<file path="config.mk">
export PLATFORM = sky130hd
export DESIGN_NAME = waveform_density_colorizer
export DESIGN_NICKNAME = d
export VERILOG_FILES = /design/src/rtl/core/wdc_pkg.sv /design/src/rtl/core/waveform_density_colorizer.sv /design/src/rtl/core/wdc_log2.sv
export SDC_FILE = /design/constraint.sdc
export NUM_CORES = 2
export LEC_CHECK = 0
export BUFFER_PORTS_ARGS = -buffer_cell sky130_fd_sc_hd__buf_4
export CAP_MARGIN = 20
export CORE_AREA = 2 2 469 471
export DETAILED_ROUTE_END_ITERATION = 10
export DIE_AREA = 0 0 471 473
export GPL_TIMING_DRIVEN = 0
export PLACE_DENSITY_LB_ADDON = 0.05
export SLEW_MARGIN = 20
export SYNTH_ARGS = -nofsm -noshare
export SYNTH_HDL_FRONTEND = slang
export SYNTH_SLANG_ARGS = --single-unit
</file>
<file path="constraint.sdc">
create_clock -name clock -period 17.55 [get_ports clock]
set_input_delay 5.265 -clock clock [delete_from_list [all_inputs] [get_ports clock]]
set_output_delay 5.265 -clock clock [all_outputs]
set_load 0.005 [all_outputs]
</file>
<file path="src/rtl/core/wdc_pkg.sv">
// ----------------------------------------------------------------------------
// wdc_pkg
// Shared widths, register indexes, payload types and the log2 fraction table
// for the waveform density colouriser.
// ----------------------------------------------------------------------------
package wdc_pkg;

   localparam int DENSITY_BITS   = 24;
   localparam int COORD_BITS     = 12;
   localparam int MAXD_BITS      = 24;
   localparam int SIZE_BITS      = 13;
   localparam int FRAC_BITS      = 16;
   localparam int IDX_BITS       = 8;
   localparam int ROM_DEPTH      = 1 << IDX_BITS;
   localparam int GRID_BITS      = 15;
   localparam int CSR_INDEX_BITS = 2;
   localparam int CSR_DATA_BITS  = 24;
   localparam int COLOUR_BITS    = 8;

   // Integer part of the log covers the wider of the two log operands.
   localparam int POS_MAX  = (DENSITY_BITS > MAXD_BITS) ? DENSITY_BITS : MAXD_BITS;
   localparam int POS_BITS = $clog2(POS_MAX + 1);
   localparam int LOG_BITS = POS_BITS + FRAC_BITS;

   localparam logic [CSR_INDEX_BITS-1:0] REG_MAX_DENSITY  = 2'd0;
   localparam logic [CSR_INDEX_BITS-1:0] REG_IMAGE_WIDTH  = 2'd1;
   localparam logic [CSR_INDEX_BITS-1:0] REG_IMAGE_HEIGHT = 2'd2;

   localparam logic [COLOUR_BITS-1:0] GRID_LEVEL = 8'd40;
   localparam logic [COLOUR_BITS-1:0] FULL_LEVEL = 8'd255;
   localparam logic [COLOUR_BITS-1:0] RED_GAIN   = 8'd180;
   localparam logic [COLOUR_BITS-1:0] BLUE_GAIN  = 8'd100;

   typedef struct packed {
      logic [DENSITY_BITS-1:0] density;
      logic [COORD_BITS-1:0]   col;
      logic [COORD_BITS-1:0]   row;
   } req_type;

   typedef struct packed {
      logic [COLOUR_BITS-1:0] red;
      logic [COLOUR_BITS-1:0] green;
      logic [COLOUR_BITS-1:0] blue;
      logic [COLOUR_BITS-1:0] alpha;
   } rsp_type;

   // Control that travels alongside each pixel through the pipeline.
   typedef struct packed {
      logic vld;
      logic grid;
      logic nz;
   } tag_type;

   // Fraction of log2((256+i)/256), truncated to 16 bits, by repeated squaring
   // in Q1.30.
   function automatic logic [ROM_DEPTH*FRAC_BITS-1:0] build_frac_rom();
      logic [63:0]                      x;
      logic [FRAC_BITS-1:0]             f;
      logic [ROM_DEPTH*FRAC_BITS-1:0]   rom;
      rom = '0;
      for (int i = 0; i < ROM_DEPTH; i++) begin
         x = 64'(ROM_DEPTH + i) << 22;
         f = '0;
         for (int k = 0; k < FRAC_BITS; k++) begin
            x = (x * x) >> 30;
            f = {f[FRAC_BITS-2:0], 1'b0};
            if (x >= 64'h0000_0000_8000_0000) begin
               f[0] = 1'b1;
               x    = x >> 1;
            end
         end
         rom[i*FRAC_BITS +: FRAC_BITS] = f;
      end
      return rom;
   endfunction

   localparam logic [ROM_DEPTH*FRAC_BITS-1:0] FRAC_ROM = build_frac_rom();

   function automatic logic [FRAC_BITS-1:0] frac_of(input logic [IDX_BITS-1:0] idx);
      return FRAC_ROM[{idx, 4'd0} +: FRAC_BITS];
   endfunction

endpackage

</file>
<file path="src/rtl/core/waveform_density_colorizer.sv">
// ----------------------------------------------------------------------------
// waveform_density_colorizer
// Throughput: one pixel per clock while no register write is pending; the
// 16-stage restoring divider that forms the normalised density retires one
// quotient bit per stage. Reset (synchronous, active high) empties the
// pipeline and loads max_density 1 and a 256 x 256 display; the receiver
// cannot stall, so rsp_strobe is never held off.
// ----------------------------------------------------------------------------
module waveform_density_colorizer (
   input  logic                                 clock,
   input  logic                                 reset,
   input  logic                                 start,
   output logic                                 busy,
   input  wdc_pkg::req_type                     req_data,
   output logic                                 rsp_strobe,
   output wdc_pkg::rsp_type                     rsp_data,
   input  logic                                 csr_valid,
   output logic                                 csr_ready,
   input  logic [wdc_pkg::CSR_INDEX_BITS-1:0]   csr_index,
   input  logic [wdc_pkg::CSR_DATA_BITS-1:0]    csr_wdata
);

   localparam int DB   = wdc_pkg::DENSITY_BITS;
   localparam int MB   = wdc_pkg::MAXD_BITS;
   localparam int SB   = wdc_pkg::SIZE_BITS;
   localparam int GB   = wdc_pkg::GRID_BITS;
   localparam int LB   = wdc_pkg::LOG_BITS;
   localparam int FB   = wdc_pkg::FRAC_BITS;
   localparam int CW   = wdc_pkg::COLOUR_BITS;

   // Pipeline stage positions, counted from the input register.
   localparam int ST_LOG  = 3;               // log2 results valid
   localparam int ST_DIV0 = ST_LOG + 1;      // divider set-up
   localparam int ST_QUOT = ST_DIV0 + FB;    // quotient complete
   localparam int ST_SQR  = ST_QUOT + 1;     // n squared, green ramp
   localparam int ST_GAIN = ST_SQR + 1;      // red and blue ramps
   localparam int NST     = ST_GAIN + 2;     // output register is the last

   localparam logic [FB:0] ONE_Q16 = (FB + 1)'(1) << FB;

   // ------------------------------------------------------------------------
   // Configuration registers. A write is only taken once every pixel in flight
   // has left, so the whole pipeline always sees one consistent setting. The
   // start side is held off during a pending write so that the two never
   // share an edge.
   // ------------------------------------------------------------------------
   logic [MB-1:0] max_ff;
   logic [SB-1:0] width_ff;
   logic [SB-1:0] height_ff;
   logic          inflight;
   logic          accept;

   wdc_pkg::tag_type tag_ff [NST];

   always_comb begin
      inflight = 1'b0;
      for (int i = 0; i < NST; i++) begin
         inflight = inflight | tag_ff[i].vld;
      end
   end

   assign csr_ready = ~inflight;
   assign busy      = csr_valid;
   assign accept    = start & ~busy;

   always_ff @(posedge clock) begin
      if (reset) begin
         max_ff    <= MB'(1);
         width_ff  <= SB'(256);
         height_ff <= SB'(256);
      end else if (csr_valid && csr_ready) begin
         unique case (csr_index)
            wdc_pkg::REG_MAX_DENSITY:  max_ff    <= csr_wdata[MB-1:0];
            wdc_pkg::REG_IMAGE_WIDTH:  width_ff  <= csr_wdata[SB-1:0];
            wdc_pkg::REG_IMAGE_HEIGHT: height_ff <= csr_wdata[SB-1:0];
            default: begin
            end
         endcase
      end
   end

   // ------------------------------------------------------------------------
   // Input stage: grid test against the quarter, half and three-quarter
   // positions (truncating division by four is a shift), and density + 1
   // ready for the logarithm.
   // ------------------------------------------------------------------------
   function automatic logic on_line(input logic [GB-1:0] pos, input logic [SB-1:0] size);
      logic [GB-1:0] s;
      logic [GB-1:0] a;
      logic [GB-1:0] b;
      logic [GB-1:0] c;
      s = GB'(size);
      a = s >> 2;
      b = s >> 1;
      c = (s + (s << 1)) >> 2;
      return (size != '0) && ((pos == a) || (pos == b) || (pos == c));
   endfunction

   logic          grid_in;
   logic [DB:0]   dp1_in;
   logic [DB:0]   dp1_ff;
   logic [MB:0]   mp1;
   logic [LB-1:0] ld;
   logic [LB-1:0] lm;

   assign grid_in = on_line(GB'(req_data.row), height_ff) ||
                    on_line(GB'(req_data.col), width_ff);
   assign dp1_in  = {1'b0, req_data.density} + (DB + 1)'(1);

   // A zero reference is treated as one.
   assign mp1 = (max_ff == '0) ? (MB + 1)'(2) : ({1'b0, max_ff} + (MB + 1)'(1));

   always_ff @(posedge clock) begin
      if (reset) begin
         for (int i = 0; i < NST; i++) begin
            tag_ff[i] <= '0;
         end
      end else begin
         tag_ff[0] <= '{vld: accept, grid: grid_in, nz: (req_data.density != '0)};
         for (int i = 1; i < NST; i++) begin
            tag_ff[i] <= tag_ff[i-1];
         end
      end
   end

   always_ff @(posedge clock) begin
      dp1_ff <= dp1_in;
   end

   // Both logarithms run through identical three-stage units. The reference
   // only changes while the pipeline is empty, so its log arrives in step
   // with the first pixel that needs it.
   wdc_log2 #(
      .VAL_BITS (DB + 1),
      .LOG_BITS (LB)
   ) u_log_density (
      .clock  (clock),
      .value  (dp1_ff),
      .result (ld)
   );

   wdc_log2 #(
      .VAL_BITS (MB + 1),
      .LOG_BITS (LB)
   ) u_log_max (
      .clock  (clock),
      .value  (mp1),
      .result (lm)
   );

   // ------------------------------------------------------------------------
   // Normalisation n = ld / lm in Q0.16. When ld is not below lm the result
   // saturates at 1.0; otherwise ld < lm and a restoring divider produces the
   // sixteen fraction bits, one per stage, with the remainder kept below lm.
   // ------------------------------------------------------------------------
   logic [LB-1:0] rem_ff [FB+1];
   logic [FB-1:0] quo_ff [FB+1];
   logic          sat_ff [FB+1];
   logic [LB-1:0] rem_in [FB+1];
   logic [FB-1:0] quo_in [FB+1];
   logic          sat_in;

   assign sat_in    = (ld >= lm);
   assign rem_in[0] = sat_in ? '0 : ld;
   assign quo_in[0] = '0;

   genvar k;
   generate
      for (k = 1; k <= FB; k++) begin : g_div
         logic [LB:0] two_rem;
         logic        take;
         assign two_rem   = {rem_ff[k-1], 1'b0};
         assign take      = (two_rem >= {1'b0, lm});
         assign rem_in[k] = take ? LB'(two_rem - {1'b0, lm}) : two_rem[LB-1:0];
         assign quo_in[k] = {quo_ff[k-1][FB-2:0], take};
      end
   endgenerate

   always_ff @(posedge clock) begin
      rem_ff[0] <= rem_in[0];
      quo_ff[0] <= quo_in[0];
      sat_ff[0] <= sat_in;
      for (int i = 1; i <= FB; i++) begin
         rem_ff[i] <= rem_in[i];
         quo_ff[i] <= quo_in[i];
         sat_ff[i] <= sat_ff[i-1];
      end
   end

   // ------------------------------------------------------------------------
   // Colour ramps. Green is n * 255 (as a shift and subtract), red and blue
   // scale n squared, which needs its own register before the gains.
   // ------------------------------------------------------------------------
   logic [FB:0]        n_q16;
   logic [2*FB:0]      nn_ff;
   logic [FB+CW:0]     n255;
   logic [CW-1:0]      green_ff;
   logic [CW-1:0]      green2_ff;
   logic [2*FB+CW:0]   red_prod;
   logic [2*FB+CW:0]   blue_prod;
   logic [CW-1:0]      red_ff;
   logic [CW-1:0]      blue_ff;

   assign n_q16 = sat_ff[FB] ? ONE_Q16 : {1'b0, quo_ff[FB]};
   assign n255  = {n_q16, CW'(0)} - (FB + CW + 1)'(n_q16);

   assign red_prod  = (2*FB + CW + 1)'(nn_ff) * (2*FB + CW + 1)'(wdc_pkg::RED_GAIN);
   assign blue_prod = (2*FB + CW + 1)'(nn_ff) * (2*FB + CW + 1)'(wdc_pkg::BLUE_GAIN);

   always_ff @(posedge clock) begin
      nn_ff     <= (2*FB + 1)'(n_q16) * (2*FB + 1)'(n_q16);
      green_ff  <= n255[FB+CW-1:FB];
      green2_ff <= green_ff;
      red_ff    <= red_prod[2*FB+CW-1:2*FB];
      blue_ff   <= blue_prod[2*FB+CW-1:2*FB];
   end

   // ------------------------------------------------------------------------
   // Output stage: grid base colour, saturating add of the ramps, alpha.
   // ------------------------------------------------------------------------
   function automatic logic [CW-1:0] sat_add(input logic [CW-1:0] a, input logic [CW-1:0] b);
      logic [CW:0] s;
      s = {1'b0, a} + {1'b0, b};
      return s[CW] ? wdc_pkg::FULL_LEVEL : s[CW-1:0];
   endfunction

   wdc_pkg::tag_type  gain_tag;
   logic [CW-1:0]     base;
   wdc_pkg::rsp_type  rsp_in;
   wdc_pkg::rsp_type  rsp_ff;

   assign gain_tag = tag_ff[ST_GAIN];
   assign base     = gain_tag.grid ? wdc_pkg::GRID_LEVEL : '0;

   always_comb begin
      if (gain_tag.nz) begin
         rsp_in.red   = sat_add(base, red_ff);
         rsp_in.green = sat_add(base, green2_ff);
         rsp_in.blue  = sat_add(base, blue_ff);
         rsp_in.alpha = wdc_pkg::FULL_LEVEL;
      end else begin
         rsp_in.red   = base;
         rsp_in.green = base;
         rsp_in.blue  = base;
         rsp_in.alpha = gain_tag.grid ? wdc_pkg::FULL_LEVEL : '0;
      end
   end

   always_ff @(posedge clock) begin
      rsp_ff <= rsp_in;
   end

   assign rsp_strobe = tag_ff[NST-1].vld;
   assign rsp_data   = rsp_ff;

   // ------------------------------------------------------------------------
   // Checks.
   // ------------------------------------------------------------------------
   a_accept_gives_result : assert property (
      @(posedge clock) disable iff (reset) accept |-> ##NST rsp_strobe
   ) else $error("accepted pixel did not produce a result");

   a_result_has_source : assert property (
      @(posedge clock) disable iff (reset) rsp_strobe |-> $past(accept, NST)
   ) else $error("result without a matching accepted pixel");

   a_div_remainder : assert property (
      @(posedge clock) disable iff (reset) tag_ff[ST_QUOT].vld |-> (rem_ff[FB] < lm)
   ) else $error("divider remainder not below the divisor");

   a_clear_pixel : assert property (
      @(posedge clock) disable iff (reset)
      (rsp_strobe && (rsp_data.alpha == '0)) |->
         ((rsp_data.red == '0) && (rsp_data.green == '0) && (rsp_data.blue == '0))
   ) else $error("transparent pixel carries colour");

   a_no_write_in_flight : assert property (
      @(posedge clock) disable iff (reset) (csr_valid && csr_ready) |=> !tag_ff[0].vld
   ) else $error("pixel accepted together with a register write");

endmodule

</file>
<file path="src/rtl/core/wdc_log2.sv">
// ----------------------------------------------------------------------------
// wdc_log2
// Three-stage fixed-point log2: leading-one position, normalise and take the
// eight bits below the leading one, then look up the fraction.
// ----------------------------------------------------------------------------
module wdc_log2 #(
   parameter int VAL_BITS = wdc_pkg::DENSITY_BITS + 1,
   parameter int LOG_BITS = wdc_pkg::LOG_BITS
) (
   input  logic                clock,
   input  logic [VAL_BITS-1:0] value,
   output logic [LOG_BITS-1:0] result
);

   localparam int POS_BITS = LOG_BITS - wdc_pkg::FRAC_BITS;
   localparam logic [POS_BITS-1:0] TOP_POS = POS_BITS'(VAL_BITS - 1);

   logic [POS_BITS-1:0]          pos_in;
   logic [POS_BITS-1:0]          pos_ff;
   logic [VAL_BITS-1:0]          val_ff;
   logic [VAL_BITS-1:0]          norm;
   logic [POS_BITS-1:0]          pos2_ff;
   logic [wdc_pkg::IDX_BITS-1:0] idx_ff;
   logic [LOG_BITS-1:0]          log_ff;

   always_comb begin
      pos_in = '0;
      for (int i = 0; i < VAL_BITS; i++) begin
         if (value[i]) begin
            pos_in = POS_BITS'(i);
         end
      end
   end

   // Shift the leading one up to the top bit; zeros fill from the right.
   assign norm = val_ff << (TOP_POS - pos_ff);

   always_ff @(posedge clock) begin
      pos_ff  <= pos_in;
      val_ff  <= value;
      pos2_ff <= pos_ff;
      idx_ff  <= norm[VAL_BITS-2 -: wdc_pkg::IDX_BITS];
      log_ff  <= {pos2_ff, wdc_pkg::frac_of(idx_ff)};
   end

   assign result = log_ff;

endmodule
</file>
## Word-level counts from Yosys, hierarchy flattened

Memory sizes are Yosys's and may differ from the RTL's.
Index checks and enable logic that the tools add are counted.

- Word-level logic and storage cells: 254
- Output and inout bits: 35
- Register bits: 300
- Bits in writable memories: 718
- Memories: 4
- Bits of input ports: 78

Memories:

| memory | words | width | rd ports | clocked after Yosys merged registers in | write ports | line | source |
|---|---|---|---|---|---|---|---|
| rem_ff | 17 | 21 | 16 | 0 | 17 | waveform_density_colorizer.sv:156 | `logic [LB-1:0] rem_ff [FB+1];` |
| quo_ff | 17 | 16 | 17 | 0 | 17 | waveform_density_colorizer.sv:157 | `logic [FB-1:0] quo_ff [FB+1];` |
| tag_ff | 24 | 3 | 24 | 0 | 24 | waveform_density_colorizer.sv:53 | `wdc_pkg::tag_type tag_ff [NST];` |
| sat_ff | 17 | 1 | 17 | 0 | 17 | waveform_density_colorizer.sv:158 | `logic sat_ff [FB+1];` |

- $lt $le $gt $ge: 17
- Shift-type cells: 4
- Muxes and demuxes: 98
- Equal/unequal tests: 8
- Reductions and logical operators: 18
- Bitwise gates (word level): 50
- Multiply operators: 3
- $add $sub $neg: 26

Operators by type and width:

| kind | count |
|---|---|
| 4096-bit by 13-bit indexed part select with 16-bit output, first input constant | 2 |
| 21-bit two-way mux | 17 |
| 22-bit by 21-bit >= comparator with 1-bit output | 16 |
| 21-bit subtractor | 16 |
| 4-bit two-way mux | 32 |
| 3-bit two-way mux | 32 |
| 24-bit by 1-bit adder with 25-bit output, second input constant | 2 |
| 25-bit by 5-bit left shift with 24-bit output | 2 |
| 1-bit OR | 47 |
| 33-bit by 5-bit multiplier with 38-bit output, second input constant | 1 |
| 33-bit by 6-bit multiplier with 38-bit output, second input constant | 1 |
| 17-bit by 17-bit multiplier with 33-bit output | 1 |
| 32-bit two-way mux | 1 |
| 8-bit two-way mux | 4 |
| 13-bit by 14-bit adder with 15-bit output | 2 |
| 6-bit by 8-bit adder with 9-bit output | 3 |
| 12-bit by 13-bit == test with 1-bit output | 2 |
| 13-bit nonzero test | 2 |
| 25-bit two-way mux | 1 |
| 12-bit by 11-bit == test with 1-bit output | 2 |
| 12-bit == test | 2 |
| 24-bit zero test | 1 |
| 24-bit nonzero test | 1 |
| 24-bit by 17-bit subtractor with 24-bit output | 1 |
| other kinds (15) | 33 |

## Longest topological paths before layout

An unclocked memory read counts as a cell.

- Word-level depth: 27
- Mapped depth: 27
- Mapped depth without buffers: 26

## Modules after synthesis

A second synthesis with hierarchy kept.

- Cells, all modules: 7,675
- Area, all modules: 66,053.4 um^2

Modules (own cells, without submodules):

| module | seq. area each (um^2) | times used | cells an instance | area an instance (um^2) |
|---|---|---|---|---|
| waveform_density_colorizer | 14,473.9 | 1 | 5,692 | 52,175.0 |
| wdc_log2 (u_log_density) | 1,261.2 | 1 | 1,007 | 6,939.2 |
| wdc_log2 (u_log_max) | 1,261.2 | 1 | 976 | 6,939.2 |

## Least setup slack after synthesis

OpenSTA, ideal clock, no wires.

- Path kind: input port to output port
- Start: in csr_valid
- End: out busy
- Data arrival time: 5.376 ns
- Path slack: 6.909 ns
- Required time: 12.285 ns
- Buffers on the path: 1
- Cell stages on the path: 1
- Path through: buf_4

RTL lines:

| element | line | source |
|---|---|---|
| start: declaration | waveform_density_colorizer.sv:17 | `input logic csr_valid,` |
| end: declaration | waveform_density_colorizer.sv:13 | `output logic busy,` |

No word-level cell between the ends.

## Worst setup path in the final report

- Start: in csr_valid
- End: out busy

No word-level cell between the ends.

==> results by group <==
Drt
  • Final ANT Viol Nets: 0
  • Detailed-route DRC error count: 0
  • Wire per inst: 23.7 um
  • First drt pass iteration count: 8
  • Vias post-DR: 56687
  • Final WL: 258 mm
  • DR iter-0 viols: 4016
  • Vias/cell: 5.22

Placement
  • Routability Congestion: 0.959
  • HPWL Detailed: 199 mm
  • Buffers added on ports: 110

Worst setup path
  • WP data arrival: 5.62 ns
  • R2r worst-path depth: 24
  • Most Frequent Cell on Critical Path: buf_4
  • Worst setup path start: csr_valid
  • Crit path largest cell delay: 0.12 ns
  • Critical Path Start Type: input pin
  • Crit path depth: 3
  • Cell family with most CP delay: buffers and inverters
  • CP cell instances: buf_4 -> buf_4 -> buf_4
  • Worst endpoint required time: 12.28 ns
  • CP Buf/Inv Count: 3
  • CP max FO: 3
  • RR Startpoint: sat_ff[0][16]$_DFF_P_
  • Endpoint class of the critical path: primary output
  • Slowest stage cell, crit path: buf_4
  • Critical path class: in2out

Yosys
  • Share of the synthesized area in the top cell type: 0.261
  • Synth Instances: 7641
  • Asr flop ratio synth: 0
  • Primary FF master, synth: dfxtp_1
  • Synth cell types: 95
  • Mean post-synth cell area: 8.52 um^2
  • Synth warn: 0
  • Register area share after synthesis: 0.261
  • Post-synth EDFFs: 0
  • Area leader, netlist: dfxtp_1
  • Post-Synthesis Cell Area: 0.0651 mm^2
  • Synth top cells by count: dfxtp_1 (849), inv_1 (763), ha_1 (732)
  • Seq cells post-synth: 849
  • Largest cells by area after synthesis: dfxtp_1 (26%), ha_1 (14%), fa_1 (9.0%), a21oi_1 (4.7%), inv_1 (4.4%)
  • Count leader, synth: dfxtp_1

CTS
  • Sink Count: 849
  • CTS tree: built
  • Setup bufs post-CTS: 0
  • Clock Root Buffer: clkbuf_16
  • Clock tree buffer depth: 3
  • Clock slew at reported path FFs: 0.06 ns
  • Clk_lat worst skew: 0.76 ns
  • H-tree Lvls: 3
  • Post-CTS sizing: 0
  • CTS Hold Bufs: 0
  • TritonCTS Buffers: 103

Layout
  • Multi-input gate area: 0.0440 mm^2
  • Syn-to-layout area delta: 13.2%
  • # nets final: 9006
  • Share of cells above drive strength 1: 0.0809
  • Filler Cells Inserted: 23066
  • FF+latch area: 0.0170 mm^2

STA
  • RSZ-0062 raised after global routing: no
  • Final hold viol count: 0
  • Fin crit share: 0.620
  • Final setup vio count: 0
  • Setup TNS: 0 ns
  • Post-layout minimum cycle time: 10.89 ns
  • Worst Skew: 0.0430 ns
  • Worst Max-Slew Pin Slew: 1.26 ns
  • Peak Freq: 91.8 MHz
  • Slew Limit Fails: 0
  • Worst slew margin: 0.159

Floorplan
  • Die ar.: 0.223 mm^2
  • Core area: 0.218 mm^2
  • Chip height: 473 um
  • Row cnt: 172
  • Starting Density: 0.298
  • Io pins: 113
  • Die Wd: 471 um

Worst hold path
  • Worst Hold Depth: 0
  • Min-delay worst type: reg2reg
  • HP Start: quo_ff[0][166]$_DFF_P_

Run
  • Max-cap viol count: 0

Outcome
  • Outcome: complete, no violations

Global routing
  • Vias in the first global route: 57563
  • First-pass GRT wire length: 382 mm
  • Initial antenna violation count: 7
  • GRT Residual Overflow: 0
  • All-Layer GR Usage: 0.228
  • Largest net degree at the start of global routing: 18
==> layer usage <==
layer,GRT usage,vias up,wire (um)
met2,0.365,1690,115000
li1,-,27103,-
met5,0,-,13
met4,0.0864,2,10300
met1,0.309,27385,119000
met3,0.0315,507,13700
==> layout by cell type (no fill, tap or decap), types with 22 or more instances in the layout <==
| cell type | Yosys | routed |
|---|---|---|
| nand2b_1 | 64 | 64 |
| mux2_2 | 180 | 180 |
| o31ai_1 | 31 | 31 |
| a311oi_1 | 35 | 35 |
| and3_1 | 40 | 40 |
| a211oi_1 | 57 | 57 |
| o311ai_0 | 23 | 22 |
| a21o_1 | 117 | 117 |
| a221oi_1 | 23 | 23 |
| nor2_1 | 543 | 540 |
| buf_4 | 10 | 121 |
| clkbuf_1 | 232 | 245 |
| xor2_1 | 146 | 146 |
| fa_1 | 293 | 293 |
| xnor2_1 | 299 | 299 |
| buf_2 | 29 | 31 |
| o22ai_1 | 25 | 25 |
| or3_1 | 29 | 29 |
| a21oi_1 | 614 | 614 |
| nor3_1 | 165 | 164 |
| nand2_1 | 590 | 590 |
| a31oi_1 | 92 | 92 |
| mux2i_1 | 79 | 79 |
| clkbuf_16 | 0 | 104 |
| o21a_1 | 86 | 86 |
| o21ai_1 | 26 | 26 |
| nand3_1 | 155 | 155 |
| and2_1 | 99 | 99 |
| buf_1 | 41 | 39 |
| o21bai_1 | 56 | 56 |
| ha_1 | 732 | 732 |
| or2_2 | 24 | 24 |
| nor4_1 | 53 | 53 |
| o21ai_0 | 413 | 413 |
| conb_1 | 2 | 27 |
| o211ai_1 | 57 | 57 |
| nor2b_1 | 168 | 168 |
| nand4_1 | 82 | 82 |
| inv_1 | 763 | 743 |
| dfxtp_1 | 849 | 847 |
==> worst reg2reg max path, delay by kind of cell (launching register included) <==
kind / cells / cell delay, ns
simple gates: 3 / 0.99
buf+inv: 5 / 1.17
xor+xnor: 1 / 0.12
compound gates: 8 / 2.14
flops: 1 / 0.34
fa+ha+maj: 7 / 3.48
==> flip-flops by register name, indices dropped and copies added (netlist names), 17 cells and up <==
register / cells
u_log_max.val_ff: 24
sat_ff: 17
nn_ff: 32
u_log_max.result: 21
rsp_data: 25
u_log_density.result: 21
quo_ff: 136
u_log_density.val_ff: 24
max_ff: 24
dp1_ff: 25
rem_ff: 336
tag_ff: 70
==> final timing paths <==
path | endpoint | slack, ns
max reg2reg | nn_ff[32]$_DFF_P_ | 9.23
max | busy | 6.66
min reg2reg | quo_ff[0][183]$_DFF_P_ | 0.29
min | quo_ff[0][183]$_DFF_P_ | 0.29
==> area by class of cell <==
| class | count | area share |
|---|---|---|
| Tap cell | 2871 | 0.0487 |
| Sequential cell | 849 | 0.231 |
| Buffer | 317 | 0.0177 |
| Clock buffer | 136 | 0.0388 |
| Clock inverter | 49 | 0.00842 |
| Multi-Input combinational cell | 5728 | 0.598 |
| Antenna cell | 9 | 0.000306 |
| Inverter | 772 | 0.0393 |
| Timing Repair Buffer | 132 | 0.0184 |
==> logic make-up after synthesis <==
| group | after synthesis | share of synthesized area |
|---|---|---|
| simple gates | 2070 | 0.151 |
| other cells | 2 | 0.000115 |
| fa+ha+maj | 1027 | 0.231 |
| xor+xnor | 445 | 0.0598 |
| mux | 282 | 0.0510 |
| flops | 849 | 0.261 |
| buf+inv | 1089 | 0.0644 |
| compound gates | 1877 | 0.182 |
==> through the flow <==
step	instances	hold slack (ns)	area, um^2	setup slack, ns	util
6_report	10863	0.292	73700	6.66	0.338
4_1_cts	10854	0.293	73700	6.66	0.338
3_5_place_dp	10669	0.312	70200	6.66	0.322
5_1_grt	10859	0.324	73700	6.65	0.338
3_3_place_gp	10647	0.310	69600	6.66	0.319
2_1_floorplan	7666	0.310	65200	6.91	-
Power is left out: the tool's default activity adds up to more than one toggle a clock period on the data nets, which glitch-free logic cannot reach.
